[src/rtl/tmc_pkg.sv]
// Shared types, constants and register codes for the temperature mode controller.
package tmc_pkg;

    localparam int unsigned DEFAULT_DUTY_BITS = 9;

    localparam int unsigned TEMP_W     = 15;
    localparam int unsigned DUTY_W     = 9;
    localparam int unsigned GAIN_W     = 24;
    localparam int unsigned MAN_W      = 16;
    localparam int unsigned LIMIT_W    = 9;
    localparam int unsigned SUM_W      = 32;
    localparam int unsigned CFG_IDX_W  = 3;
    localparam int unsigned CFG_DATA_W = 24;

    typedef enum logic [1:0] {
        MODE_MANUAL = 2'd0,
        MODE_HYST   = 2'd1,
        MODE_PID    = 2'd2,
        MODE_UNSUP  = 2'd3
    } mode_t;

    typedef enum logic [2:0] {
        REG_MODE        = 3'd0,
        REG_SETPOINT    = 3'd1,
        REG_KP          = 3'd2,
        REG_KI          = 3'd3,
        REG_KD          = 3'd4,
        REG_MAN_HEATER  = 3'd5,
        REG_MAN_COOLER  = 3'd6,
        REG_DRIVE_LIMIT = 3'd7
    } reg_idx_t;

    localparam logic [DUTY_W-1:0]        HEAT_ON_DUTY = 9'd355;
    localparam logic [DUTY_W:0]          HEATER_BASE  = 10'd200;
    localparam logic signed [TEMP_W:0]   BAND_HALF    = 16'sd50;
    localparam logic [16:0]              DRIVE_DIV    = 17'd100;
    // ceil(2^23 / 100); exact floor division for all 16-bit dividends
    localparam logic [16:0]              RECIP_100    = 17'd83887;

    localparam mode_t                    RST_MODE        = MODE_MANUAL;
    localparam logic signed [TEMP_W-1:0] RST_SETPOINT    = 15'sd2400;
    localparam logic [GAIN_W-1:0]        RST_KP          = 24'd160530;
    localparam logic [GAIN_W-1:0]        RST_KI          = 24'd3926;
    localparam logic [GAIN_W-1:0]        RST_KD          = 24'd1313807;
    localparam logic [LIMIT_W-1:0]       RST_DRIVE_LIMIT = 9'd250;

    typedef struct packed {
        mode_t                     mode;
        logic signed [TEMP_W-1:0]  setpoint;
        logic [GAIN_W-1:0]         kp;
        logic [GAIN_W-1:0]         ki;
        logic [GAIN_W-1:0]         kd;
        logic signed [MAN_W-1:0]   man_heater;
        logic signed [MAN_W-1:0]   man_cooler;
        logic [LIMIT_W-1:0]        drive_limit;
    } cfg_t;

    typedef struct packed {
        logic                      pid;
        logic                      merr;
        logic [DUTY_W-1:0]         heater;
        logic [DUTY_W-1:0]         cooler;
        logic signed [TEMP_W-1:0]  err;
        logic signed [SUM_W-1:0]   err_sum;
        logic signed [TEMP_W:0]    err_delta;
    } front_t;

    typedef struct packed {
        logic                      load;
        logic [DUTY_W-1:0]         heater;
    } held_fb_t;

endpackage

[src/rtl/tmc_if.sv]


interface tmc_cfg_if import tmc_pkg::*; ();
    logic                  valid;
    logic                  ready;
    logic [CFG_IDX_W-1:0]  index;
    logic [CFG_DATA_W-1:0] data;

    modport source (output valid, output index, output data, input ready);
    modport sink   (input valid, input index, input data, output ready);
endinterface

[src/rtl/tmc_cfg.sv]
// Configuration register file with reset defaults and the PID state clear strobe.
module tmc_cfg import tmc_pkg::*;
(
    input  logic          clk,
    input  logic          rst_n,
    tmc_cfg_if.sink       cfg,
    output cfg_t          cfg_regs,
    output logic          pid_clear
);

    cfg_t cfg_reg;

    assign cfg.ready = 1'b1;
    assign cfg_regs  = cfg_reg;
    assign pid_clear = cfg.valid && (reg_idx_t'(cfg.index) == REG_MODE)
                       && (mode_t'(cfg.data[1:0]) == MODE_PID);

    always_ff @(posedge clk or negedge rst_n)
    begin
        if (!rst_n)
        begin
            cfg_reg.mode        <= RST_MODE;
            cfg_reg.setpoint    <= RST_SETPOINT;
            cfg_reg.kp          <= RST_KP;
            cfg_reg.ki          <= RST_KI;
            cfg_reg.kd          <= RST_KD;
            cfg_reg.man_heater  <= '0;
            cfg_reg.man_cooler  <= '0;
            cfg_reg.drive_limit <= RST_DRIVE_LIMIT;
        end
        else if (cfg.valid)
        begin
            case (reg_idx_t'(cfg.index))
                REG_MODE:        cfg_reg.mode        <= mode_t'(cfg.data[1:0]);
                REG_SETPOINT:    cfg_reg.setpoint    <= cfg.data[TEMP_W-1:0];
                REG_KP:          cfg_reg.kp          <= cfg.data[GAIN_W-1:0];
                REG_KI:          cfg_reg.ki          <= cfg.data[GAIN_W-1:0];
                REG_KD:          cfg_reg.kd          <= cfg.data[GAIN_W-1:0];
                REG_MAN_HEATER:  cfg_reg.man_heater  <= cfg.data[MAN_W-1:0];
                REG_MAN_COOLER:  cfg_reg.man_cooler  <= cfg.data[MAN_W-1:0];
                REG_DRIVE_LIMIT: cfg_reg.drive_limit <= cfg.data[LIMIT_W-1:0];
                default:         cfg_reg.mode        <= cfg_reg.mode;
            endcase
        end
    end

endmodule

[src/flat_wrapper.sv]
// flat-port wrapper written by rule: the top's interface ports become plain ports
module tmc_cfg_flat import tmc_pkg::*;
  (clk, rst_n, cfg_regs, pid_clear, cfg_valid, cfg_index, cfg_data, cfg_ready);
  tmc_cfg_if cfg_i ();
  input  logic clk;
  input  logic rst_n;
  output cfg_t cfg_regs;
  output logic pid_clear;
  input wire logic [$bits(cfg_i.valid)-1:0] cfg_valid;
  input wire logic [$bits(cfg_i.index)-1:0] cfg_index;
  input wire logic [$bits(cfg_i.data)-1:0] cfg_data;
  output wire logic [$bits(cfg_i.ready)-1:0] cfg_ready;
  assign cfg_i.valid = cfg_valid;
  assign cfg_i.index = cfg_index;
  assign cfg_i.data = cfg_data;
  assign cfg_ready = cfg_i.ready;
  tmc_cfg u_core (.clk(clk), .rst_n(rst_n), .cfg(cfg_i), .cfg_regs(cfg_regs), .pid_clear(pid_clear));
endmodule
[config.mk]
export PLATFORM = sky130hd
export DESIGN_NAME = tmc_cfg_flat
export DESIGN_NICKNAME = d
export VERILOG_FILES = /design/src/rtl/tmc_pkg.sv /design/src/rtl/tmc_if.sv /design/src/rtl/tmc_cfg.sv /design/src/flat_wrapper.sv
export SDC_FILE = /design/constraint.sdc
export NUM_CORES = 1
export LEC_CHECK = 0
export ABC_AREA = 1
export ABC_CLOCK_PERIOD_IN_PS = 1070
export BUFFER_PORTS_ARGS = -buffer_cell sky130_fd_sc_hd__buf_2
export CORE_UTILIZATION = 51
export DETAILED_ROUTE_END_ITERATION = 6
export GPL_TIMING_DRIVEN = 0
export PLACE_DENSITY_LB_ADDON = 0.15
export SETUP_SLACK_MARGIN = 0.15
export SLEW_MARGIN = 10
export SYNTH_ARGS = -nofsm -noshare
export SYNTH_HDL_FRONTEND = slang
export SYNTH_SLANG_ARGS = --single-unit
[constraint.sdc]
create_clock -name clk -period 1.07 [get_ports clk]
set_clock_uncertainty 0.2 [all_clocks]
set_input_delay 0.0535 -clock clk [delete_from_list [all_inputs] [get_ports clk]]
set_output_delay 0.0535 -clock clk [all_outputs]
set_load 0.03 [all_outputs]
# After elaboration in Yosys (flattened, before gate mapping)

Index checks and enable logic that the tools add are counted.

Output and inout bits: 132
Logic and storage cells: 27
Register bits: 130
Input bits: 30

Equal/unequal tests: 8
Reductions and logical operators: 11

Operators by type and width:

| cell                                                             | count |
|---|---|
| 2-bit AND reduction                                              | 8 |
| 3-bit == test (second input constant)                            | 4 |
| 3-bit by 2-bit == test with 1-bit output (second input constant) | 2 |
| 3-bit by 1-bit == test with 1-bit output (second input constant) | 1 |
| 3-bit logical NOT                                                | 1 |
| 2-bit == test (second input constant)                            | 1 |
| 1-bit logical AND                                                | 2 |

# Longest topological paths before layout

Gate-level depths: netlist (run 1).

Depth in word-level cells: 3
Mapped depth: 6
Mapped depth without buffers: 5

# Worst setup path before layout (run 1)

OpenSTA, ideal clock, no wires.

Path type: input to register
Start: input cfg_index[0]
End: register u_core.cfg_reg (netlist bit u_core.cfg_regs[49])
Path slack: -0.036 ns
Stages on the path: 5
Arrival: 0.788 ns
Library setup time: 0.118 ns
Buffers on the path: 1
Cells stage by stage: nor2_2 > nand2_1 > clkbuf_1 > nand2_1 > nand2_1

Longest elaborated chain between the ends: 2

Ends and longest elaborated chain:

| element                              | line               | RTL |
|---|---|---|
| from (decl)                          | flat_wrapper.sv:10 | `input wire logic [$bits(cfg_i.index)-1:0] cfg_index;` |
| 3-bit == test                        | tmc_cfg.sv:33      | `case (reg_idx_t'(cfg.index))` |
| 2-bit AND reduction (no source line) | n/a                |  |
| to (decl)                            | tmc_cfg.sv:11      | `cfg_t cfg_reg;` |

Every way passes these cells.
A chain may end at the register's enable or synchronous reset.

# Final worst setup path (run 1)

Start: register u_core.cfg_reg (netlist bit u_core.cfg_regs[103])
End: output cfg_regs[103] in the netlist's numbering

RTL lines:

| element   | line              | RTL |
|---|---|---|
| to (decl) | flat_wrapper.sv:7 | `output cfg_t cfg_regs;` |

No word-level cell between the ends.

==> results of run 1 <==
[per-layer routing]
metal  vias up  share of wire, %  GRT usage, %
met3       162               9.8          10.6
met4         0               7.6          16.8
met2       413                48          61.1
met1      2708                34          41.9
li1       2280                 -             -
met5         -                 0             0
[synth_stat cells, drive strengths merged]
library cell / instances / share of area (%)
dfstp: 34 / 18
clkbuf: 11 / 0.81
conb: 1 / 0.074
nor2: 9 / 0.86
dfrtp: 96 / 47
nand3: 65 / 6.4
nand2: 338 / 25
buf: 16 / 1.6
inv: 6 / 0.44
[layout make-up]
| class | count | area (um2) |
|---|---|---|
| sequential | 130 | 3400 |
| timing repair buffer | 227 | 2360 |
| multi-input combinational | 413 | 1930 |
| fill | 385 | 1010 |
| clock buffer | 23 | 457 |
| buffer | 27 | 204 |
| tap | 133 | 166 |
| clock inverter | 9 | 154 |
| inverter | 6 | 42.5 |
| antenna | 1 | 2.50 |
[cells by family after synthesis]
logic type    Yosys count  share of synthesized area [%]
buf+inv                33                           2.81
simple gates          412                           32.3
flops                 130                           64.8
other cells             1                         0.0737
[placed cells by master (no fill, tap or decap), drive strengths merged]
master and n:
nor2 9, nand2 338, dlygate4sd3 23, dfrtp 96
conb 1, buf 218, diode 1, bufinv 4
dlymetal6s4s 2, clkinv 3, inv 6, clkinvlp 2
clkbuf 34, dfstp 34, nand3 65
[per-stage QoR]
stage,setup WS [ns],power [W],std cells,utilization (%),TNS [ns]
2_1_floorplan,0.0941,0.00948,576,-,0
3_3_place_gp,-2.03,0.0108,867,65.0,-253.87
3_5_place_dp,-0.371,0.0110,868,65.4,-27.88
4_1_cts,-0.398,0.0186,951,85.0,-38.49
5_1_grt,-0.434,0.0203,968,89.6,-42.90
6_report,-0.422,0.0199,969,89.6,-40.83
[repair_timing]
item,in CTS,in global routing
pin swaps,9,19
resized for setup,276,98
hold endpoints to repair,260,191
setup buffers,26,17
setup endpoints to repair,131,195
[worst paths after layout]
path	end	startpoint	slack, ns
hold / removal	u_core.cfg_regs[78]	rst_n	-0.78
max in group asynchronous	u_core.cfg_regs[96]	rst_n	0.64
setup reg to reg	u_core.cfg_regs[102]	u_core.cfg_regs[102]	-0.10
hold reg to reg	u_core.cfg_regs[76]	u_core.cfg_regs[76]	0.26
setup / recovery	cfg_regs[103]	u_core.cfg_regs[103]	-0.42
min in group clk	u_core.cfg_regs[127]	cfg_index[1]	-0.33
[report_power, final]
part | switching [W] | internal [W] | leakage [nW]
logic | 0.00382 | 0.00283 | 2.66
registers | 0.000881 | 0.00614 | 1.46
clock network | 0.00228 | 0.00391 | 0.292
total | 0.00699 | 0.0129 | 4.42
==> impl_metrics.ini, run 1 <==
[cts]
htree_num_levels = 4
clk-insertion-delay-late_ns = 0.53
tritoncts_num_sinks = 130
clock_tree_from_tritoncts = built
clock_buffers_created_by_tritoncts = 17
maximum_count_of_clock_buffers_along_a_single_path = 2
cts_hold_buf = 25
worst_setup_hold_path_clk_slew_ns = 0.07
cts-root-buf = sky130_fd_sc_hd__clkbuf_8

[floorplanning]
floorplan.initialDensity_pct = 52.3
pin_count = 162
fp.coreArea_mm2 = 0.00973
die_area_mm2 = 0.0104
die_w_um = 102
dieHeight_um = 102
rows = 36

[detailed_routing]
initialDrtViolationCount = 504
route.vias.total = 5563
routedWlPerCell_um = 23.0
drt_pass1_iterations = 7
antenna_viol_nets_final = 0
vias_per_cell = 5.74
finalWirelength_um = 22300
route.detailed.drc = 2

[worst_setup_path]
cp_cell_sequence = buf_6
crit_path_max_fanout = 2
cpPeakStageDelay_ns = 0.56
critical_path.top_delay_family = flip-flops
criticalPathCategory = flop to primary output
cp-start-kind = flop
worst-endpoint-arrival_ns = 1.24
cp_data_required_time_ns = 0.82
crit_cells = 1
worst_r2r_path_depth = 3
crit_path_end_kind = primary output
cp_num_buf_inv = 1
cpMaxStageDelayCell = sky130_fd_sc_hd__dfstp_2

[global_route]
grt_pass1_vias = 5374
grt_use_total_pct = 35.8
grt_first_pass_wirelength_um = 27200
globalRoute.totalOverflow = 0
antenna_found_initial = 0
pin_count_of_the_biggest_net_entering_global_routing = 95

[final_layout]
share_of_final_layout_standard_cells_stronger_than_drive_strength_1_pct = 53.9
stdcell_area_mm2 = 0.00872
largest_reg_flops = 130
syn_to_final_growth_pct = 71.5
num-nets-final = 852

[synthesis]
synth_fp_nets = 606
post_synthesis_sequential_area_ratio_pct = 64.8
yosys_warnings = 0
synth_cell_types = 14
postSynthCellCount = 576
post_synth.cell_area_avg_um2 = 8.83
synth_area_mm2 = 0.00508
synth.ff_latch_count = 130

[hold_path]
worstHoldPathType = primary input to asynchronous set/reset pin

[place]
dpl.hpwl_um = 9710
routabilityCongestion = 0.796
placement.cell_area_mm2 = 0.00636
buffers_on_ports = 158

[sta]
setup_viol = 135
report.final.slew_viol_count = 0
finalWorstPathRequiredPeriod_ns = 1.49
timing.fmax_ghz = 0.670
worst_slack_setup_final_ns = -0.422
finalCritPeriodShare_pct = 139
finalHoldViolations = 206
fin_hold_ws_ns = -0.782
grt_setup_unrepaired = true

[power]
power.density_cell_area_mw_per_mm2 = 2280
p_leak_nw = 4.42
max-vdd-ir-drop_v = 0.00133

[run_status]
outcome = complete, but fails checks
failed_checks = design-rule violations, negative hold slack, negative setup slack

[flow_run]
max-cap-violations = 0
(Power assumes the default switching activity.)
==> inputs of run 2 (changes only) <==
--- a/config.mk
+++ b/config.mk
@@ -13,6 +13,7 @@
 export GPL_TIMING_DRIVEN = 0
 export PLACE_DENSITY_LB_ADDON = 0.15
 export SETUP_SLACK_MARGIN = 0.15
+export SKIP_CTS_REPAIR_TIMING = 1
 export SLEW_MARGIN = 10
 export SYNTH_ARGS = -nofsm -noshare
 export SYNTH_HDL_FRONTEND = slang
==> run 2 against run 1 <==
Compared with the run above:
- the flow still finishes with violations (design-rule violations, negative hold slack, negative setup slack)
- count of clock-buffer cells in the layout unchanged
- routed wire length decreased by 23%
- sequential share of layout area increased by 1.9 points
- final area decreased by 4.6%
- register-to-register slack improved by 0.16 ns
- sequential power decreased by 2%
- first-iteration DRC count decreased by 51%
- hold slack improved by 0.0040 ns
- critical path depth unchanged
- die area unchanged
- core utilization decreased by 4.1 points
- highest routed layer unchanged
==> impl_metrics.ini, run 2 (synthesized netlist as in run 1, its figures left out) <==
[sta]
final.setup.tns_ns = -41.85
timing.fmax_ghz = 0.674
finalCritPeriodShare_pct = 139
fin_hold_ws_ns = -0.778
report.final.slew_viol_count = 0
finalWorstPathRequiredPeriod_ns = 1.48
worst_slack_setup_final_ns = -0.413
grt_setup_unrepaired = true
setup_viol = 150
finalHoldViolations = 231

[floorplanning]
floorplan.initialDensity_pct = 52.3
rows = 36
fp.coreArea_mm2 = 0.00973
dieHeight_um = 102
die_w_um = 102
pin_count = 162
die_area_mm2 = 0.0104

[place]
instance_count_after_placement_with_tap_cells_included = 868
post-place-ws_ns = -0.371
dpl.hpwl_um = 9710
routabilityCongestion = 0.796
buffers_on_ports = 158

[power]
combPwrFrac_pct = 31.2
max-vdd-ir-drop_v = 0.00126
power_report.internal_total_w = 0.0125
power.density_cell_area_mw_per_mm2 = 2250
p_leak_nw = 4.25
switchingPower_w = 0.00623
power.switching_fraction_pct = 33.2
clock_power_share_pct = 32.0
pwr-share-seq_pct = 36.8
totalPowerFinal_w = 0.0187

[detailed_routing]
route.vias.total = 5027
route.detailed.drc = 1
routedWlPerCell_um = 18.0
drt_pass1_iterations = 7
finalWirelength_um = 17100
initialDrtViolationCount = 246
antenna_viol_nets_final = 0
vias_per_cell = 5.31

[cts]
clk-insertion-delay-late_ns = 0.53
htree_num_levels = 4
cts-root-buf = sky130_fd_sc_hd__clkbuf_8
clock_buffers_created_by_tritoncts = 17
tritoncts_num_sinks = 130
maximum_count_of_clock_buffers_along_a_single_path = 2
worst_setup_hold_path_clk_slew_ns = 0.06
clock_tree_from_tritoncts = built

[global_route]
antenna_found_initial = 0
globalRoute.totalOverflow = 0
grt_pass1_vias = 4407
pin_count_of_the_biggest_net_entering_global_routing = 95
grt_first_pass_wirelength_um = 22200
grt_use_total_pct = 28.9

[worst_setup_path]
crit_path_end_kind = primary output
cp-start-kind = flop
cp_cell_sequence = buf_6
criticalPathCategory = flop to primary output
critical_path.top_delay_family = flip-flops
cp_data_required_time_ns = 0.82
cp_num_buf_inv = 1
cpPeakStageDelay_ns = 0.57
crit_path_max_fanout = 2
rrSetupSlack_ns = 0.06
crit_cells = 1
worst-endpoint-arrival_ns = 1.23
worst_r2r_path_depth = 2
cpMaxStageDelayCell = sky130_fd_sc_hd__dfstp_2

[final_layout]
share_of_final_layout_standard_cells_stronger_than_drive_strength_1_pct = 47.5
syn_to_final_growth_pct = 63.6
num_antenna_cells = 0
largest_reg_flops = 130
layout_commonest_cell = sky130_fd_sc_hd__nand2_1
fillers = 496
final-instance-count-excl-fill = 946
top_library_cells_by_usage_in_the_layout_fill_and_taps_aside = 314 x sky130_fd_sc_hd__nand2_1, 145 x sky130_fd_sc_hd__buf_6, 81 x sky130_fd_sc_hd__dfrtp_2
num-nets-final = 830

[flow_run]
max-cap-violations = 0

[run_status]
failed_checks = design-rule violations, negative hold slack, negative setup slack
outcome = complete, but fails checks

[hold_path]
worstHoldPathType = primary input to asynchronous set/reset pin
-- run 2: cell count changes in the layout (fill, tap and decap cells not counted), sizes merged --
| cell | delta |
|---|---|
| buf | -25 |
| dlygate4sd3 | +4 |
| dlymetal6s4s | -2 |
| clkbuf | +1 |
| diode | -1 |
-- run 2: worst reg2reg max path: stages (launching register included) --
cell                      delay [ns]
sky130_fd_sc_hd__dfstp_2        0.57
sky130_fd_sc_hd__nand2_1        0.08
sky130_fd_sc_hd__nand2_1        0.10
-- run 2: metal layers --
layer  GRT usage [%]  vias up  routed length (um)
li1                -     2236                   -
met1            36.8     2499                6250
met2            47.5      234                8940
met3            7.80       58                1250
met4            11.2        0                 623
met5               0        -                   0
-- run 2: path summary, 6_finish.rpt --
| check | start | to |
|---|---|---|
| setup / recovery | u_core.cfg_regs[103] | cfg_regs[103] |
| hold / removal | rst_n | u_core.cfg_regs[20] |
| setup reg to reg | u_core.cfg_regs[103] | u_core.cfg_regs[103] |
| hold reg to reg | u_core.cfg_regs[97] | u_core.cfg_regs[97] |
| max in group asynchronous | rst_n | u_core.cfg_regs[96] |
| min in group clk | cfg_index[0] | u_core.cfg_regs[89] |
-- run 2: power groups by stage --
stage          registers (W)  clock network [W]  logic [W]
6_report             0.00689            0.00599    0.00585
5_1_grt              0.00697            0.00624    0.00617
4_1_cts              0.00660            0.00600    0.00432
3_5_place_dp         0.00666                  0    0.00430
3_3_place_gp         0.00661                  0    0.00420
2_1_floorplan        0.00859                  0   0.000888
-- run 2: layout make-up --
| cell class | instances | area, um2 | share of cell area [%] |
|---|---|---|---|
| timing repair buffer | 205 | 2120 | 25.4 |
| buffer | 27 | 206 | 2.48 |
| clock buffer | 23 | 457 | 5.49 |
| sequential | 130 | 3400 | 40.8 |
| multi-input combinational | 413 | 1780 | 21.4 |
| tap | 133 | 166 | 2.00 |
| clock inverter | 9 | 154 | 1.85 |
| inverter | 6 | 42.5 | 0.511 |
-- run 2: stage by stage --
| stage | instance area [um2] | util [%] |
|---|---|---|
| 6_report | 8320 | 85.5 |
| 5_1_grt | 8320 | 85.5 |
| 4_1_cts | 6970 | 71.6 |
| 3_5_place_dp | 6360 | 65.4 |
| 3_3_place_gp | 6320 | 65.0 |
| 2_1_floorplan | 5370 | - |
==> inputs of run 3 (changes only) <==
--- a/config.mk
+++ b/config.mk
@@ -8,7 +8,10 @@
 export ABC_AREA = 1
 export ABC_CLOCK_PERIOD_IN_PS = 1070
 export BUFFER_PORTS_ARGS = -buffer_cell sky130_fd_sc_hd__buf_2
-export CORE_UTILIZATION = 51
+export CELL_PAD_IN_SITES_DETAIL_PLACEMENT = 2
+export CELL_PAD_IN_SITES_GLOBAL_PLACEMENT = 2
+export CORE_MARGIN = 2
+export CORE_UTILIZATION = 29
 export DETAILED_ROUTE_END_ITERATION = 6
 export GPL_TIMING_DRIVEN = 0
 export PLACE_DENSITY_LB_ADDON = 0.15
==> run 3 against run 2 <==
Compared with the run above:
- the run ends with negative hold slack, negative setup slack left
- total power shrank 0.96%
- via count shrank 1.9%
- clock power decreased by 11%
- flip-flop and latch count is the same
==> impl_metrics.ini, run 3 (synthesized netlist as in run 1, its figures left out) <==
[sta]
finalHoldViolations = 148
finalWorstPathRequiredPeriod_ns = 1.36
final.setup.tns_ns = -24.36
grt_setup_unrepaired = true
fin_hold_ws_ns = -0.624
finalCritPeriodShare_pct = 127
report.final.slew_viol_count = 0
worst_slack_setup_final_ns = -0.293
timing.fmax_ghz = 0.734
setup_viol = 130

[final_layout]
largest_reg_flops = 130
num-nets-final = 840
num_antenna_cells = 0
utilization_of_the_core_after_routing_pct = 50.0
top_library_cells_by_usage_in_the_layout_fill_and_taps_aside = 283 x sky130_fd_sc_hd__nand2_1, 165 x sky130_fd_sc_hd__buf_6, 81 x sky130_fd_sc_hd__dfrtp_2
stdcell_area_mm2 = 0.00861
layout_commonest_cell = sky130_fd_sc_hd__nand2_1
share_of_final_layout_standard_cells_stronger_than_drive_strength_1_pct = 52.2
syn_to_final_growth_pct = 69.4
fillers = 1791

[floorplanning]
die_w_um = 136
pin_count = 162
fp.coreArea_mm2 = 0.0172
rows = 48
floorplan.initialDensity_pct = 29.5
die_area_mm2 = 0.0186
dieHeight_um = 136

[worst_setup_path]
worst-endpoint-arrival_ns = 1.11
critical_path.top_delay_family = flip-flops
cp_num_buf_inv = 1
cp-start-kind = flop
criticalPathCategory = flop to primary output
cp_data_required_time_ns = 0.82
cp_cell_sequence = buf_6
cpMaxStageDelayCell = sky130_fd_sc_hd__dfstp_2
crit_path_end_kind = primary output
cpPeakStageDelay_ns = 0.55
crit_path_max_fanout = 2

[global_route]
pin_count_of_the_biggest_net_entering_global_routing = 85
grt_first_pass_wirelength_um = 29100
antenna_found_initial = 0
grt_use_met3_pct = 4.55
grt_use_total_pct = 21.0
use_met2_pct = 35.9
fraction_of_met1_tracks_used_by_global_routing_pct = 26.7
top_usage_layer = met2
globalRoute.totalOverflow = 0
grt_pass1_vias = 5132

[place]
routabilityCongestion = 0.740
dpl.hpwl_um = 13200
buffers_on_ports = 158
placement.cell_area_mm2 = 0.00647

[detailed_routing]
antenna_viol_nets_final = 0
routedWlPerCell_um = 20.5
route.vias.total = 4934
vias_per_cell = 4.71
finalWirelength_um = 21500
drt_pass1_iterations = 6
route.detailed.drc = 0
initialDrtViolationCount = 116

[cts]
clk-insertion-delay-late_ns = 0.42
clock_buffers_created_by_tritoncts = 17
clock_tree_from_tritoncts = built
worst_setup_hold_path_clk_slew_ns = 0.06
tritoncts_num_sinks = 130
htree_num_levels = 4
cts-root-buf = sky130_fd_sc_hd__clkbuf_16
maximum_count_of_clock_buffers_along_a_single_path = 2

[run_status]
outcome = complete, but fails checks
failed_checks = negative hold slack, negative setup slack

[hold_path]
worstHoldPathType = primary input to asynchronous set/reset pin

[power]
p_leak_nw = 4.31
max-vdd-ir-drop_v = 0.00111
power.density_cell_area_mw_per_mm2 = 2150
totalPowerFinal_w = 0.0185

[flow_run]
max-cap-violations = 0
-- run 3: where the power goes --
part           total [W]  internal (W)  switching [W]
combinational    0.00627       0.00272        0.00355
clock            0.00533       0.00319        0.00214
sequential       0.00694       0.00614       0.000806
-- run 3: per-stage QoR --
step | setup WS, ns | cells
after floorplan | 0.0941 | 576
after global placement | -2.33 | 959
after detailed placement | -0.519 | 960
after CTS | -0.356 | 992
after global routing | -0.325 | 1048
final | -0.293 | 1048
-- run 3: per-layer routing --
layer  vias to the layer above  wire length [um]
li1                       2256                 -
met4                         0               203
met3                        14               830
met5                         -                 0
met2                        96             11500
met1                      2568              8970
-- run 3: final timing paths --
path	start	to	slack [ns]	cells past startpoint
setup / recovery	u_core.cfg_regs[124]	cfg_regs[124]	-0.29	1
hold / removal	rst_n	u_core.cfg_regs[18]	-0.62	1
setup reg to reg	u_core.cfg_regs[42]	u_core.cfg_regs[42]	0.05	3
hold reg to reg	u_core.cfg_regs[106]	u_core.cfg_regs[106]	0.26	2
max in group asynchronous	rst_n	u_core.cfg_regs[66]	0.47	2
min in group clk	cfg_data[1]	u_core.cfg_regs[66]	-0.23	3
-- run 3: layout make-up --
cell class	count	area (um2)	share of cell area, %
repair buffers	215	2250	26.2
multi-input cells	413	1890	22.0
clock inverters	5	27.5	0.320
clock buffers	27	503	5.84
well taps	225	282	3.27
inverters	6	42.5	0.494
plain buffers	27	214	2.48
flip-flops and latches	130	3400	39.4
