===== src/rtl/tmc_pkg.sv =====
// Shared types, constants and register codes for the temperature mode controller.
package tmc_pkg;

    localparam int unsigned DEFAULT_DUTY_BITS = 9;

    localparam int unsigned TEMP_W     = 15;
    localparam int unsigned DUTY_W     = 9;
    localparam int unsigned GAIN_W     = 24;
    localparam int unsigned MAN_W      = 16;
    localparam int unsigned LIMIT_W    = 9;
    localparam int unsigned SUM_W      = 32;
    localparam int unsigned CFG_IDX_W  = 3;
    localparam int unsigned CFG_DATA_W = 24;

    typedef enum logic [1:0] {
        MODE_MANUAL = 2'd0,
        MODE_HYST   = 2'd1,
        MODE_PID    = 2'd2,
        MODE_UNSUP  = 2'd3
    } mode_t;

    typedef enum logic [2:0] {
        REG_MODE        = 3'd0,
        REG_SETPOINT    = 3'd1,
        REG_KP          = 3'd2,
        REG_KI          = 3'd3,
        REG_KD          = 3'd4,
        REG_MAN_HEATER  = 3'd5,
        REG_MAN_COOLER  = 3'd6,
        REG_DRIVE_LIMIT = 3'd7
    } reg_idx_t;

    localparam logic [DUTY_W-1:0]        HEAT_ON_DUTY = 9'd355;
    localparam logic [DUTY_W:0]          HEATER_BASE  = 10'd200;
    localparam logic signed [TEMP_W:0]   BAND_HALF    = 16'sd50;
    localparam logic [16:0]              DRIVE_DIV    = 17'd100;
    // ceil(2^23 / 100); exact floor division for all 16-bit dividends
    localparam logic [16:0]              RECIP_100    = 17'd83887;

    localparam mode_t                    RST_MODE        = MODE_MANUAL;
    localparam logic signed [TEMP_W-1:0] RST_SETPOINT    = 15'sd2400;
    localparam logic [GAIN_W-1:0]        RST_KP          = 24'd160530;
    localparam logic [GAIN_W-1:0]        RST_KI          = 24'd3926;
    localparam logic [GAIN_W-1:0]        RST_KD          = 24'd1313807;
    localparam logic [LIMIT_W-1:0]       RST_DRIVE_LIMIT = 9'd250;

    typedef struct packed {
        mode_t                     mode;
        logic signed [TEMP_W-1:0]  setpoint;
        logic [GAIN_W-1:0]         kp;
        logic [GAIN_W-1:0]         ki;
        logic [GAIN_W-1:0]         kd;
        logic signed [MAN_W-1:0]   man_heater;
        logic signed [MAN_W-1:0]   man_cooler;
        logic [LIMIT_W-1:0]        drive_limit;
    } cfg_t;

    typedef struct packed {
        logic                      pid;
        logic                      merr;
        logic [DUTY_W-1:0]         heater;
        logic [DUTY_W-1:0]         cooler;
        logic signed [TEMP_W-1:0]  err;
        logic signed [SUM_W-1:0]   err_sum;
        logic signed [TEMP_W:0]    err_delta;
    } front_t;

    typedef struct packed {
        logic                      load;
        logic [DUTY_W-1:0]         heater;
    } held_fb_t;

endpackage


===== src/rtl/tmc_if.sv =====
// Valid/ready channel interfaces: sample input, result output, register writes.
interface tmc_sample_if import tmc_pkg::*; ();
    logic                     valid;
    logic                     ready;
    logic signed [TEMP_W-1:0] temperature;

    modport source (output valid, output temperature, input ready);
    modport sink   (input valid, input temperature, output ready);
endinterface



===== src/rtl/tmc_front.sv =====
// Input register, error/integrator update, manual and hysteresis duty logic.
module tmc_front import tmc_pkg::*;
#(
    parameter int unsigned DUTY_BITS = DEFAULT_DUTY_BITS
)
(
    input  logic          clk,
    input  logic          rst_n,
    tmc_sample_if.sink    sample,
    input  cfg_t          cfg_regs,
    input  logic          pid_clear,
    input  held_fb_t      held_fb,
    output logic          front_valid,
    output front_t        front_data,
    input  logic          front_ready
);

    localparam logic [16:0] DUTY_MAX = 17'((64'd1 << DUTY_BITS) - 64'd1);

    logic                     in_valid_reg;
    logic signed [TEMP_W-1:0] temp_reg;
    logic                     front_valid_reg;
    front_t                   front_reg;
    front_t                   front_next;
    logic signed [SUM_W-1:0]  err_sum_reg;
    logic signed [TEMP_W-1:0] last_err_reg;
    logic [DUTY_W-1:0]        held_heater_reg;
    logic [DUTY_W-1:0]        held_cooler_reg;

    logic                     load1;
    logic                     advance;
    logic signed [TEMP_W:0]   sp16;
    logic signed [TEMP_W:0]   t16;
    logic signed [TEMP_W:0]   diff;
    logic signed [TEMP_W:0]   band_lo;
    logic signed [TEMP_W:0]   band_hi;
    logic signed [SUM_W:0]    sum33;

    function automatic logic [DUTY_W-1:0] clamp_req(input logic signed [MAN_W-1:0] req);
        logic [DUTY_W-1:0] res;
        if (req[MAN_W-1])
            res = '0;
        else if ({1'b0, req} > DUTY_MAX)
            res = DUTY_MAX[DUTY_W-1:0];
        else
            res = req[DUTY_W-1:0];
        return res;
    endfunction

    assign load1        = !front_valid_reg || front_ready;
    assign advance      = in_valid_reg && load1;
    assign sample.ready = !in_valid_reg || load1;
    assign front_valid  = front_valid_reg;
    assign front_data   = front_reg;

    always_comb
    begin
        sp16    = {cfg_regs.setpoint[TEMP_W-1], cfg_regs.setpoint};
        t16     = {temp_reg[TEMP_W-1], temp_reg};
        diff    = sp16 - t16;
        band_lo = sp16 - BAND_HALF;
        band_hi = sp16 + BAND_HALF;

        front_next = '0;
        if (diff[TEMP_W] != diff[TEMP_W-1])
            front_next.err = diff[TEMP_W] ? 15'sh4000 : 15'sh3FFF;
        else
            front_next.err = diff[TEMP_W-1:0];

        sum33 = {err_sum_reg[SUM_W-1], err_sum_reg}
              + {{(SUM_W-TEMP_W+1){front_next.err[TEMP_W-1]}}, front_next.err};
        if (sum33[SUM_W] != sum33[SUM_W-1])
            front_next.err_sum = sum33[SUM_W] ? 32'sh8000_0000 : 32'sh7FFF_FFFF;
        else
            front_next.err_sum = sum33[SUM_W-1:0];

        front_next.err_delta = {front_next.err[TEMP_W-1], front_next.err}
                             - {last_err_reg[TEMP_W-1], last_err_reg};

        front_next.heater = held_heater_reg;
        front_next.cooler = held_cooler_reg;
        case (cfg_regs.mode)
            MODE_MANUAL:
            begin
                front_next.heater = clamp_req(cfg_regs.man_heater);
                front_next.cooler = clamp_req(cfg_regs.man_cooler);
            end
            MODE_HYST:
            begin
                if (t16 < band_lo)
                begin
                    front_next.heater = HEAT_ON_DUTY;
                    front_next.cooler = '0;
                end
                else if (t16 > band_hi)
                begin
                    front_next.heater = '0;
                    front_next.cooler = DUTY_MAX[DUTY_W-1:0];
                end
            end
            MODE_PID:   front_next.pid  = 1'b1;
            MODE_UNSUP: front_next.merr = 1'b1;
            default:    front_next.merr = 1'b1;
        endcase
    end

    always_ff @(posedge clk)
    begin
        if (sample.valid && sample.ready)
            temp_reg <= sample.temperature;
        if (advance)
            front_reg <= front_next;
    end

    always_ff @(posedge clk or negedge rst_n)
    begin
        if (!rst_n)
        begin
            in_valid_reg    <= 1'b0;
            front_valid_reg <= 1'b0;
            err_sum_reg     <= '0;
            last_err_reg    <= '0;
            held_heater_reg <= '0;
            held_cooler_reg <= '0;
        end
        else
        begin
            if (sample.ready)
                in_valid_reg <= sample.valid;
            if (load1)
                front_valid_reg <= in_valid_reg;

            if (pid_clear)
            begin
                err_sum_reg  <= '0;
                last_err_reg <= '0;
            end
            else if (advance && front_next.pid)
            begin
                err_sum_reg  <= front_next.err_sum;
                last_err_reg <= front_next.err;
            end

            if (held_fb.load)
                held_heater_reg <= held_fb.heater;
            else if (advance && !front_next.pid && !front_next.merr)
            begin
                held_heater_reg <= front_next.heater;
                held_cooler_reg <= front_next.cooler;
            end
        end
    end

    a_clear_pid: assert property (@(posedge clk) disable iff (!rst_n)
        pid_clear |=> (err_sum_reg == '0 && last_err_reg == '0))
        else $error("PID state not cleared after mode write");

endmodule


===== src/flat_wrapper.sv =====
// flat-port wrapper written by rule: the top's interface ports become plain ports
module tmc_front_flat import tmc_pkg::*;
#(
    parameter int unsigned DUTY_BITS = DEFAULT_DUTY_BITS
)
  (clk, rst_n, cfg_regs, pid_clear, held_fb, front_valid, front_data, front_ready, sample_valid, sample_temperature, sample_ready);
  tmc_sample_if sample_i ();
  input  logic clk;
  input  logic rst_n;
  input  cfg_t cfg_regs;
  input  logic pid_clear;
  input  held_fb_t held_fb;
  output logic front_valid;
  output front_t front_data;
  input  logic front_ready;
  input wire logic [$bits(sample_i.valid)-1:0] sample_valid;
  input wire logic [$bits(sample_i.temperature)-1:0] sample_temperature;
  output wire logic [$bits(sample_i.ready)-1:0] sample_ready;
  assign sample_i.valid = sample_valid;
  assign sample_i.temperature = sample_temperature;
  assign sample_ready = sample_i.ready;
  tmc_front #(.DUTY_BITS(DUTY_BITS)) u_core (.clk(clk), .rst_n(rst_n), .sample(sample_i), .cfg_regs(cfg_regs), .pid_clear(pid_clear), .held_fb(held_fb), .front_valid(front_valid), .front_data(front_data), .front_ready(front_ready));
endmodule

===== config.mk =====
export PLATFORM = sky130hd
export DESIGN_NAME = tmc_front_flat
export DESIGN_NICKNAME = d
export VERILOG_FILES = /design/src/rtl/tmc_pkg.sv /design/src/rtl/tmc_if.sv /design/src/rtl/tmc_front.sv /design/src/flat_wrapper.sv
export SDC_FILE = /design/constraint.sdc
export NUM_CORES = 1
export LEC_CHECK = 0
export BUFFER_PORTS_ARGS = -buffer_cell sky130_fd_sc_hd__buf_2
export CAP_MARGIN = 20
export CORE_MARGIN = 5
export CORE_UTILIZATION = 54
export CTS_BUF_LIST = sky130_fd_sc_hd__clkbuf_8
export DETAILED_ROUTE_END_ITERATION = 8
export PLACE_DENSITY_LB_ADDON = 0.08
export REMOVE_ABC_BUFFERS = 1
export SLEW_MARGIN = 20
export SYNTH_ARGS = -nofsm -noshare
export SYNTH_HDL_FRONTEND = slang
export SYNTH_SLANG_ARGS = --single-unit

===== constraint.sdc =====
create_clock -name clk -period 8.3 [get_ports clk]
set_input_delay 1.66 -clock clk [delete_from_list [all_inputs] [get_ports clk]]
set_output_delay 1.66 -clock clk [all_outputs]
set_load 0.01 [all_outputs]

## After elaboration in Yosys (flattened, before gate mapping)

Cells that the tools add are included.

| word-level totals | value |
|---|---|
| output and inout bits | 85 |
| logic and storage cells | 63 |
| input port bits | 160 |
| register bits after elaboration | 165 |

| operators by class | value |
|---|---|
| bitwise operators | 1 |
| order comparisons | 4 |
| reductions and logical operators | 15 |
| add/sub/neg operators | 5 |
| muxes and demuxes | 19 |
| equality and inequality tests | 5 |

Operators by type and width:

| kind | number |
|---|---|
| $mux 32 | 4 |
| $mux 15 | 4 |
| $mux 9 | 6 |
| $mux 18 | 2 |
| $pmux 18 s2 | 1 |
| $add 32x15->33 | 1 |
| $gt 16x9->1 const B | 2 |
| $sub 15x15->16 | 2 |
| $add 15x7->16 const B | 1 |
| $gt 15x16->1 | 1 |
| $lt 15x16->1 | 1 |
| $sub 15x7->16 const B | 1 |
| $logic_and 1x1->1 | 5 |
| $eq 2x2->1 const B | 2 |
| $logic_not 1->1 | 4 |
| $reduce_bool 2->1 | 2 |
| $eq 2x1->1 const B | 1 |
| $logic_not 2->1 | 1 |
| $logic_or 1x1->1 | 2 |
| $mux 1 | 2 |
| $ne 1x1->1 | 2 |
| $reduce_and 2->1 | 1 |
| $not 1->1 | 1 |

## Longest topological paths before layout

Gate-level depths: netlist (run 1).

| depth | value |
|---|---|
| word-level depth | 8 |
| depth in mapped cells | 29 |
| mapped depth without buffers | 28 |

## Worst setup path before layout (run 1)

OpenSTA, ideal clock, no wires.

| timing | value |
|---|---|
| path type | in2reg |
| start | input port cfg_regs[113] (netlist name) |
| end | register u_core.front_reg, in the netlist u_core.front_data[28] (data pin) |
| buffers on the path | 2 |
| stages | 27 |
| arrival | 7.046 ns |
| path slack | 0.986 ns |
| setup time | 0.268 ns |
| required time | 8.032 ns |
| cells stage by stage | inv_1 -> ha_1 -> inv_1 -> fa_1 -> a21o_1 -> a21oi_1 -> o21ai_0 -> a311oi_1 -> nor2_1 -> o31a_1 -> nand2_1 -> o211ai_1 -> ha_1 -> nand2_1 -> or2_2 -> clkbuf_1 -> nand2_1 -> fa_1 -> a211oi_1 -> o211ai_2 -> a41oi_4 -> a2111oi_4 -> a2111oi_0 -> o21ai_2 -> buf_2 -> nand2_1 -> nand2_1 |

RTL lines:

| item | RTL line | source |
|---|---|---|
| from (decl) | flat_wrapper.sv:10 | `input cfg_t cfg_regs;` |
| to (signal assigned) | tmc_front.sv:112 | `front_reg <= front_next;` |
| to (decl) | tmc_front.sv:23 | `front_t front_reg;` |

==> results.json, run 1 <==
{
  "status": "finished, final reports clean",
  "crit_top_cell": "nand2_1",
  "avgSynthCellArea_um2": 9.50,
  "grt_max_degree": 74,
  "cts_max_level": 4,
  "yosysMostFrequentCell": "nand2_1",
  "hold_violations": 0,
  "slew_headroom_pct": 36.6,
  "place_area_um2": 12400,
  "final_area_um2": 12800,
  "slowest_delay_ns": 0.49,
  "largest_reg_flops": 83,
  "async_flop_share_pct": 40.6,
  "synth.largest_area_cell": "edfxtp_1",
  "synth.area.top_cells": "edfxtp_1 26%, dfrtp_1 15%, ha_1 11%",
  "synthFlopType": "edfxtp_1",
  "maxCapViolCount": 0,
  "worstHoldEndpoint": "u_core.front_valid$_DFFE_PN0P_",
  "ant_nets": 0,
  "required_ns": 8.48,
  "min_period_ns": 7.66,
  "track_usage_pct": 22.5,
  "vias": 9211,
  "syn_area_um2": 11300,
  "io_pins": 245,
  "p_per_area_nw_per_um2": 236,
  "finish.utilization_pct": 62.7,
  "ys.warnings.count": 0,
  "cts_resized": 0,
  "ir_drop_mv": 0.104,
  "setup_viol": 0,
  "reg2reg_depth": 26,
  "first_pass_iters": 5,
  "holdPathStages": 1,
  "critPathCaptureType": "flop",
  "postCtsSetupRepairBufs": 0,
  "ys_ff_latch": 165,
  "routedWlPerCell_um": 16.5,
  "synthDominantCellAreaShare_pct": 26.1,
  "grt_pass1_vias": 9114,
  "cts_buffers": 17,
  "wirelength_um": 26800,
  "p_leak_uw": 0.00576,
  "worstSetupStartpointType": "primary input",
  "synthTopCellsByCount": "128 x nand2_1, 98 x edfxtp_1, 97 x ha_1",
  "antenna_found_initial": 0,
  "hold_buffers": 0,
  "hp-class": "reg2reg",
  "layout.nets": 1598,
  "drt_iter0_markers": 452,
  "r2r_slack_ns": 1.61,
  "syn_to_final_growth_pct": 13.4,
  "setup_tns_ns": 0,
  "finalMaxSlewViolations": 0,
  "finalCritPeriodShare_pct": 92.3,
  "rows": 52,
  "port_buffers": 163,
  "cts_tree": "yes",
  "place_congestion": 0.871,
  "clk_pin_slew_ns": 0.10,
  "dieArea_um2": 23900,
  "tightest_slew_ns": 0.941,
  "grt_pass1_wl_um": 44400,
  "clk_latency_ns": 0.47,
  "cp.arrival_ns": 7.84,
  "yosysUniqueCellTypes": 68,
  "layout-drive-gt1-share_pct": 19.4,
  "antenna_cells": 0,
  "synth_edf_count": 98,
  "die_w_um": 155,
  "rsz0062_at_grt": "false",
  "syn_inst": 1188,
  "min_from": "u_core.in_valid_reg$_DFFE_PN0N_",
  "ctsLongestPathBuffers": 2,
  "fp.dieH_um": 155,
  "start_util_pct": 55.2,
  "rr_startpoint": "u_core.temp_reg[0]$_DFFE_PP_",
  "core_um2": 20400,
  "timing.fmax_ghz": 0.131,
  "overflow": 0,
  "numClockSinks": 165,
  "via_per_inst": 5.68,
  "r2r_end": "u_core.front_data[19]$_DFFE_PP_",
  "crit_type": "in2reg",
  "cts_root_buf": "clkbuf_8",
  "critPathSlowestCell": "a2111oi_0",
  "yosysSeqAreaShare_pct": 40.9,
  "skew_ns": 0.0131,
  "hpwl_um": 19700,
  "drc": 0,
  "crit_fanout": 14
}
==> layer usage <==
| layer | track usage (%) | up-vias | part of all wire [%] |
|---|---|---|---|
| li1 | - | 4618 | - |
| met2 | 37.9 | 228 | 48 |
| met4 | 5.26 | 0 | 1.1 |
| met5 | 0 | - | 0 |
| met1 | 30.7 | 4344 | 46 |
| met3 | 3.38 | 21 | 5.2 |
==> cells in the final DEF (no fill, tap or decap), drive strengths merged, types with 23 or more instances in the layout <==
| cell | count |
|---|---|
| a211oi | 49 |
| a21o | 24 |
| a21oi | 84 |
| a31oi | 23 |
| buf | 184 |
| dfrtp | 67 |
| edfxtp | 98 |
| ha | 97 |
| inv | 89 |
| nand2 | 129 |
| nand2b | 24 |
| nor2 | 93 |
| nor3 | 31 |
| o21ai | 78 |
| xnor2 | 45 |
| xor2 | 26 |
==> logic make-up after synthesis <==
logic type,share of synthesized area (%)
multiplexers,0.399
AO/OA/AOI/OAI,22.5
adder cells (fa/ha/maj),11.3
AND/OR/NAND/NOR,14.6
XOR/XNOR,5.51
buffers and inverters,4.80
flip-flops,40.9
==> final cells by class <==
type / instances / area, um^2
inverter: 80 / 302
multi-input combinational: 890 / 6120
clock inverter: 15 / 213
fill: 1793 / 7630
tap: 270 / 338
sequential: 165 / 4620
clock buffer: 17 / 234
timing repair buffer: 184 / 973
==> critical path, delay by kind of cell <==
kind	cells	cell delay, ns
simple gates	6	0.81
compound gates	13	3.28
fa+ha+maj	5	1.63
buf+inv	4	0.44
==> power by group <==
| part | total, uW | switching (uW) | internal, uW |
|---|---|---|---|
| Combinational | 1230 | 734 | 494 |
| Sequential | 1120 | 48.6 | 1070 |
| Clock | 676 | 339 | 337 |
| Total | 3030 | 1120 | 1900 |
==> metrics by stage <==
| step | hold WS [ns] | instances | setup slack [ns] | power, uW |
|---|---|---|---|---|
| final | 0.527 | 1621 | 0.642 | 3030 |
| after global routing | 0.566 | 1621 | 0.0834 | 3240 |
| after CTS | 0.529 | 1621 | 0.651 | 3040 |
| after detailed placement | 0.516 | 1589 | 0.161 | 2370 |
| after global placement | 0.495 | 1589 | 0.254 | 2340 |
| after floorplan | 0.471 | 1135 | 0.271 | 1990 |
==> worst max-delay path by stage <==
| stage | slack, ns | cells after the start | end | start |
|---|---|---|---|---|
| final | 0.64 | 28 | u_core.front_data[19]$_DFFE_PP_ | cfg_regs[113] |
| after floorplan | 0.27 | 26 | u_core.err_sum_reg[0]$_DFFE_PN0P_ | cfg_regs[113] |
| after global placement | 0.25 | 28 | u_core.front_data[19]$_DFFE_PP_ | cfg_regs[113] |
| after detailed placement | 0.16 | 28 | u_core.front_data[19]$_DFFE_PP_ | cfg_regs[113] |
| after global routing | 0.08 | 28 | u_core.front_data[19]$_DFFE_PP_ | cfg_regs[113] |
| after CTS | 0.65 | 28 | u_core.front_data[19]$_DFFE_PP_ | cfg_regs[113] |
Note: power is estimated with default switching activity, not from simulation.
==> run 2: changes to the inputs <==
--- a/config.mk
+++ b/config.mk
@@ -7,3 +7,2 @@
 export LEC_CHECK = 0
-export BUFFER_PORTS_ARGS = -buffer_cell sky130_fd_sc_hd__buf_2
 export CAP_MARGIN = 20
@@ -13,2 +12,3 @@
 export DETAILED_ROUTE_END_ITERATION = 8
+export DONT_BUFFER_PORTS = 1
 export PLACE_DENSITY_LB_ADDON = 0.08
==> constraint.sdc (replaced) <==
create_clock -name clk -period 8.3 [get_ports clk]
set_input_delay 0 -clock clk [delete_from_list [all_inputs] [get_ports clk]]
set_output_delay 0 -clock clk [all_outputs]
set_load 0.01 [all_outputs]
==> run 2 against run 1 <==
  * Worst hold slack got worse by 0.48 ns
  * Critical path depth decreased by 2
  * Setup slack lost 0.011 ns
  * Cell count decreased by 6.2%
  * Utilization shrank 0.77 points
  * Flip-flop and latch count unchanged
  * Clock-buffer cell count rose by 3
  * Design area decreased by 1.2%
  * Critical path type is now reg2reg
==> results.json, run 2 (synthesis gave the netlist of run 1 again) <==
{
  "status": "finished, final reports clean",
  "via_per_inst": 5.87,
  "p_per_area_nw_per_um2": 229,
  "cellInternalPower_uw": 1810,
  "drc": 0,
  "die_w_um": 155,
  "place_congestion": 0.891,
  "drt_iter0_markers": 483,
  "grt_util_met1_pct": 30.3,
  "hpwl_um": 18900,
  "clk_latency_ns": 0.46,
  "grt_max_degree": 71,
  "grt_util_met2_pct": 38.5,
  "ir_drop_mv": 0.128,
  "vias": 8918,
  "wirelength_um": 27000,
  "fp.dieH_um": 155,
  "slew_headroom_pct": 33.5,
  "holdPathStages": 4,
  "layout-drive-gt1-share_pct": 6.96,
  "busiest_layer": "met2",
  "ctsLongestPathBuffers": 2,
  "overflow": 0,
  "setup_tns_ns": 0,
  "skew_ns": 0.0147,
  "cts_buffers": 17,
  "final_cell_mix": "128 x nand2_1, 98 x edfxtp_1, 97 x ha_1",
  "final_common_cell": "nand2_1",
  "crit_type": "reg2reg",
  "postLayoutSetupSlackWorst_ns": 0.630,
  "rr_startpoint": "u_core.temp_reg[0]$_DFFE_PP_",
  "grt_pass1_wl_um": 45000,
  "cp.arrival_ns": 8.08,
  "power_uw": 2900,
  "track_usage_pct": 22.9,
  "finalMaxSlewViolations": 0,
  "io_pins": 245,
  "sequentialPowerShare_pct": 41.2,
  "cts_root_buf": "clkbuf_8",
  "hp-class": "in2reg",
  "grt_util_met3_pct": 5.06,
  "r2r_end": "u_core.err_sum_reg[28]$_DFFE_PN0P_",
  "worstSetupStartpointType": "flop",
  "min_period_ns": 7.67,
  "routedWlPerCell_um": 17.8,
  "setup_viol": 0,
  "rsz0062_at_grt": "false",
  "r2r_slack_ns": 0.63,
  "worstHoldEndpoint": "u_core.last_err_reg[5]$_DFFE_PN0P_",
  "p_leak_uw": 0.00536,
  "port_buffers": 0,
  "critPathCaptureType": "flop",
  "antenna_cells": 0,
  "cts_tree": "yes",
  "min_from": "cfg_regs[118]",
  "ant_nets": 0,
  "reg2reg_depth": 26,
  "cts_max_level": 4,
  "rows": 52,
  "finalCritPeriodShare_pct": 92.4,
  "power_frac_clock_pct": 21.8,
  "syn_to_final_growth_pct": 12.1,
  "switching_share_pct": 37.6,
  "required_ns": 8.71,
  "layout.nets": 1497,
  "clk_pin_slew_ns": 0.10,
  "comb_power_share_pct": 36.9,
  "numClockSinks": 165,
  "grt_pass1_vias": 8949,
  "pre_cts_ws_ns": 1.08,
  "core_um2": 20400,
  "postCtsSetupRepairBufs": 0,
  "hold_violations": 0,
  "dieArea_um2": 23900,
  "antenna_found_initial": 0,
  "tightest_slew_ns": 0.989,
  "start_util_pct": 55.2,
  "maxCapViolCount": 0,
  "largest_reg_flops": 83,
  "first_pass_iters": 5,
  "timing.fmax_ghz": 0.130,
  "switching_power_uw": 1090,
  "crit_fanout": 32
}
==> run 2: cell types whose count changed in the layout (fill, tap and decap cells not counted), sizes merged <==
cell	before	now
buf	184	10
dlygate4sd3	0	73
clkbuf	17	20
bufinv	4	2
clkinv	1	3
inv	89	87
clkinvlp	1	0
==> run 2: metrics by stage <==
stage               util (%)  hold WS, ns  cell area (um^2)  instances
floorplan                  -       -0.296             11000       1135
global placement        56.0       -0.293             11400       1413
detailed placement      56.0       -0.292             11400       1413
CTS                     61.9       0.0159             12600       1520
global route            61.9       0.0518             12600       1520
finish                  61.9       0.0467             12600       1520
==> run 2: how the worst max path moves through the flow <==
stage                                 start                            endpoint  slack, ns  depth (start not counted)
2_1_floorplan  u_core.temp_reg[0]$_DFFE_PP_   u_core.err_sum_reg[0]$_DFFE_PN0P_       1.64                         25
3_3_place_gp   u_core.temp_reg[0]$_DFFE_PP_     u_core.front_data[17]$_DFFE_PP_       1.17                         26
3_5_place_dp   u_core.temp_reg[0]$_DFFE_PP_     u_core.front_data[17]$_DFFE_PP_       1.08                         26
4_1_cts        u_core.temp_reg[0]$_DFFE_PP_  u_core.err_sum_reg[28]$_DFFE_PN0P_       0.69                         26
5_1_grt        u_core.temp_reg[0]$_DFFE_PP_  u_core.err_sum_reg[28]$_DFFE_PN0P_       0.07                         26
6_report       u_core.temp_reg[0]$_DFFE_PP_  u_core.err_sum_reg[28]$_DFFE_PN0P_       0.63                         26
==> run 2: layout make-up <==
cell class	count	area, um^2
Fill cell	1760	7780
Multi-Input combinational cell	890	6120
Sequential cell	165	4620
Timing Repair Buffer	83	846
Tap cell	270	338
Inverter	80	302
Clock buffer	20	275
Clock inverter	12	143
==> run 2: power groups by stage <==
stage / registers, uW / clock network (uW) / logic (uW)
finish: 1190 / 633 / 1070
global route: 1210 / 683 / 1200
CTS: 1200 / 647 / 1070
detailed placement: 1220 / 0 / 1010
global placement: 1210 / 0 / 997
floorplan: 1190 / 0 / 798
==> run 2: per-layer routing <==
layer	vias to the layer above	wire length (um)
met4	0	306
met5	-	0
met2	225	12900
met1	4237	12500
met3	25	1430
li1	4431	-
==> run 2: timing repair <==
| item | in CTS | in global routing |
|---|---|---|
| gates resized for setup | 0 | 0 |
| hold buffers | 75 | 0 |
| endpoints found under the hold margin | 169 | 0 |
==> run 2: critical path: stages (launching register included) <==
cell and delay, ns:
edfxtp_1 0.40, ha_1 0.15, inv_1 0.04, fa_1 0.39
a21o_1 0.20, a21oi_1 0.27, o21ai_0 0.19, a311oi_1 0.37
nor2_1 0.12, o31a_1 0.30, nand2_1 0.09, o211ai_1 0.09
ha_1 0.57, nand2_1 0.20, or2_2 0.42, o21ai_0 0.33
ha_1 0.46, a21oi_1 0.32, nand2_1 0.12, a32o_1 0.31
o21a_1 0.19, nor3_1 0.34, mux2_4 0.50, and2_1 0.21
buf_4 0.22, a211oi_2 0.22, dlygate4sd3_1 0.56
==> run 3: changes to the inputs <==
- ABC_AREA: default -> 1
==> run 3 against run 2 <==
  * Combinational power is 53% higher
  * Sequential power rose by 13%
  * Largest cell class unchanged
  * First-iteration DRC count is 5.8% higher
  * Global-route usage is 1.1 points higher
  * Clock power is 1% lower
==> results.json, run 3 <==
{
  "ys.warnings.count": 0,
  "syn_area_um2": 11700,
  "async_flop_share_pct": 40.6,
  "crit_type": "reg2reg",
  "ant_nets": 0,
  "slowest_delay_ns": 0.59,
  "maxCapViolCount": 0,
  "antenna_cells": 0,
  "postLayoutSetupSlackWorst_ns": 2.36,
  "die_w_um": 157,
  "cts_resized": 0,
  "synth_edf_count": 98,
  "clk_pin_slew_ns": 0.11,
  "finalCritPeriodShare_pct": 71.6,
  "cp.arrival_ns": 6.17,
  "synthTopCellsByCount": "486 x nand2_1, 190 x inv_1, 98 x edfxtp_1",
  "worstSetupStartpointType": "flop",
  "cts_tree": "yes",
  "worstSetupStartpoint": "u_core.temp_reg[0]$_DFFE_PP_",
  "ir_drop_mv": 0.131,
  "vias": 9711,
  "switching_share_pct": 44.7,
  "seqCellArea_um2": 4620,
  "critPathCaptureType": "flop",
  "tightest_slew_ns": 0.944,
  "routedWlPerCell_um": 15.5,
  "setup_viol": 0,
  "r2r_slack_ns": 2.36,
  "numClockSinks": 165,
  "fp.dieH_um": 157,
  "largest_reg_flops": 83,
  "grt_pass1_wl_um": 47400,
  "finalMaxSlewViolations": 0,
  "wirelength_um": 28800,
  "port_buffers": 0,
  "n_fill_cell": 1978,
  "grt_pass1_vias": 9589,
  "cts_root_buf": "clkbuf_8",
  "setup_tns_ns": 0,
  "hold_violations": 0,
  "io_pins": 245,
  "required_ns": 8.53,
  "rows": 54,
  "drt_iter0_markers": 511,
  "cts_max_level": 4,
  "synth.largest_area_cell": "edfxtp_1",
  "syn_to_final_growth_pct": 11.7,
  "r2r_end": "u_core.front_data[35]$_DFFE_PP_",
  "final_cell_mix": "486 x nand2_1, 190 x inv_1, 98 x edfxtp_1",
  "yosysSeqAreaShare_pct": 39.3,
  "ys_ff_latch": 165,
  "ctsLongestPathBuffers": 2,
  "crit_top_cell": "nand2_1",
  "cellInternalPower_uw": 1990,
  "antenna_found_initial": 0,
  "reg2reg_depth": 31,
  "track_usage_pct": 23.9,
  "sequentialPowerShare_pct": 37.2,
  "final_common_cell": "nand2_1",
  "layout.nets": 1822,
  "crit_fanout": 28,
  "synthDominantCellAreaShare_pct": 25.1,
  "multi_input_area_um2": 6240,
  "status": "finished, final reports clean",
  "hpwl_um": 21000,
  "synthFlopType": "edfxtp_1",
  "skew_ns": 0.0210,
  "drc": 0,
  "yosysUniqueCellTypes": 49,
  "yosysMostFrequentCell": "nand2_1",
  "dieArea_um2": 24800,
  "syn_inst": 1492,
  "timing.fmax_ghz": 0.168,
  "first_pass_iters": 5,
  "crit_end": "u_core.front_data[35]$_DFFE_PP_",
  "p_per_area_nw_per_um2": 274,
  "power_frac_clock_pct": 17.4,
  "hp-class": "in2reg",
  "rr_startpoint": "u_core.temp_reg[0]$_DFFE_PP_",
  "pre_cts_ws_ns": 2.30,
  "layout-drive-gt1-share_pct": 8.38,
  "min_period_ns": 5.94,
  "min_from": "pid_clear",
  "grt_max_degree": 68,
  "critPathSlowestCell": "nand3_2",
  "start_util_pct": 54.3,
  "slew_headroom_pct": 36.9,
  "core_um2": 21600,
  "place_congestion": 0.895,
  "rsz0062_at_grt": "false",
  "overflow": 0,
  "avgSynthCellArea_um2": 7.87,
  "p_leak_uw": 0.00657,
  "via_per_inst": 5.24,
  "comb_power_share_pct": 45.5,
  "clk_latency_ns": 0.48,
  "cts_buffers": 17,
  "synth.area.top_cells": "edfxtp_1 25%, nand2_1 16%, dfrtp_1 14%",
  "switching_power_uw": 1610
}
run 3: cell types whose count changed after synthesis, moves of 24 or more:
cell / delta
o21ai_0: -31
nand2_2: +46
nand2b_1: -24
nand3_1: +73
xnor2_1: -29
nand2_1: +358
a211oi_2: -30
inv_1: +110
clkbuf_1: -27
run 3: what timing repair did:
item	in CTS	in global routing
setup endpoints to repair	0	0
hold buffers	70	0
setup buffers	0	0
endpoints found under the hold margin	157	0
run 3: cell type report:
class                   count  share of cell area (%)
multi-input cells        1107                    47.6
flip-flops and latches    165                    35.2
repair buffers             74                    5.70
inverters                 197                    5.65
well taps                 280                    2.67
clock buffers              17                    1.78
clock inverters            15                    1.40
run 3: routing by layer:
metal  up-vias  GRT usage (%)  share of wire, %
li1       4977              -                 -
met1      4442           31.9                46
met2       269           39.8                46
met3        23           6.54               7.1
met4         0           4.30              0.87
met5         -              0                 0
run 3: worst min path at each step:
| stage | slack (ns) | cells after the start | endpoint |
|---|---|---|---|
| global route | 0.02 | 4 | u_core.err_sum_reg[21]$_DFFE_PN0P_ |
| finish | 0.03 | 4 | u_core.err_sum_reg[12]$_DFFE_PN0P_ |
| floorplan | -0.30 | 0 | u_core.err_sum_reg[0]$_DFFE_PN0P_ |
| global placement | -0.29 | 0 | u_core.last_err_reg[6]$_DFFE_PN0P_ |
| CTS | 0.004 | 4 | u_core.err_sum_reg[23]$_DFFE_PN0P_ |
| detailed placement | -0.29 | 0 | u_core.last_err_reg[6]$_DFFE_PN0P_ |
run 3: stage by stage:
step                      hold slack, ns  util (%)  instances  power [uW]  instance area, um^2
final                             0.0323      60.7       1855        3600                13100
after global routing              0.0196      60.7       1855        3880                13100
after CTS                        0.00352      60.7       1855        3630                13100
after detailed placement          -0.289      55.4       1753        2950                12000
after global placement            -0.289      55.4       1753        2920                12000
after floorplan                   -0.296         -       1469        2560                11600
run 3: critical path: cells and delay by family, from the launching register on:
| kind | cells | cell delay, ns |
|---|---|---|
| AND/OR/NAND/NOR | 20 | 3.09 |
| adder cells (fa/ha/maj) | 5 | 1.59 |
| flip-flops | 1 | 0.39 |
| buffers and inverters | 4 | 0.27 |
| XOR/XNOR | 1 | 0.19 |
| AO/OA/AOI/OAI | 1 | 0.14 |
run 3: logic make-up after synthesis:
family / after synthesis / share of synthesized area [%]
xor+xnor: 60 / 4.47
simple gates: 769 / 29.1
buf+inv: 220 / 7.60
flops: 165 / 39.3
compound gates: 178 / 8.69
fa+ha+maj: 100 / 10.8
run 3: power groups by stage:
stage / combinational (uW) / clock, uW / sequential (uW)
global placement: 1570 / 0 / 1360
CTS: 1640 / 642 / 1340
floorplan: 1240 / 0 / 1320
finish: 1640 / 625 / 1340
detailed placement: 1590 / 0 / 1360
global route: 1840 / 676 / 1360
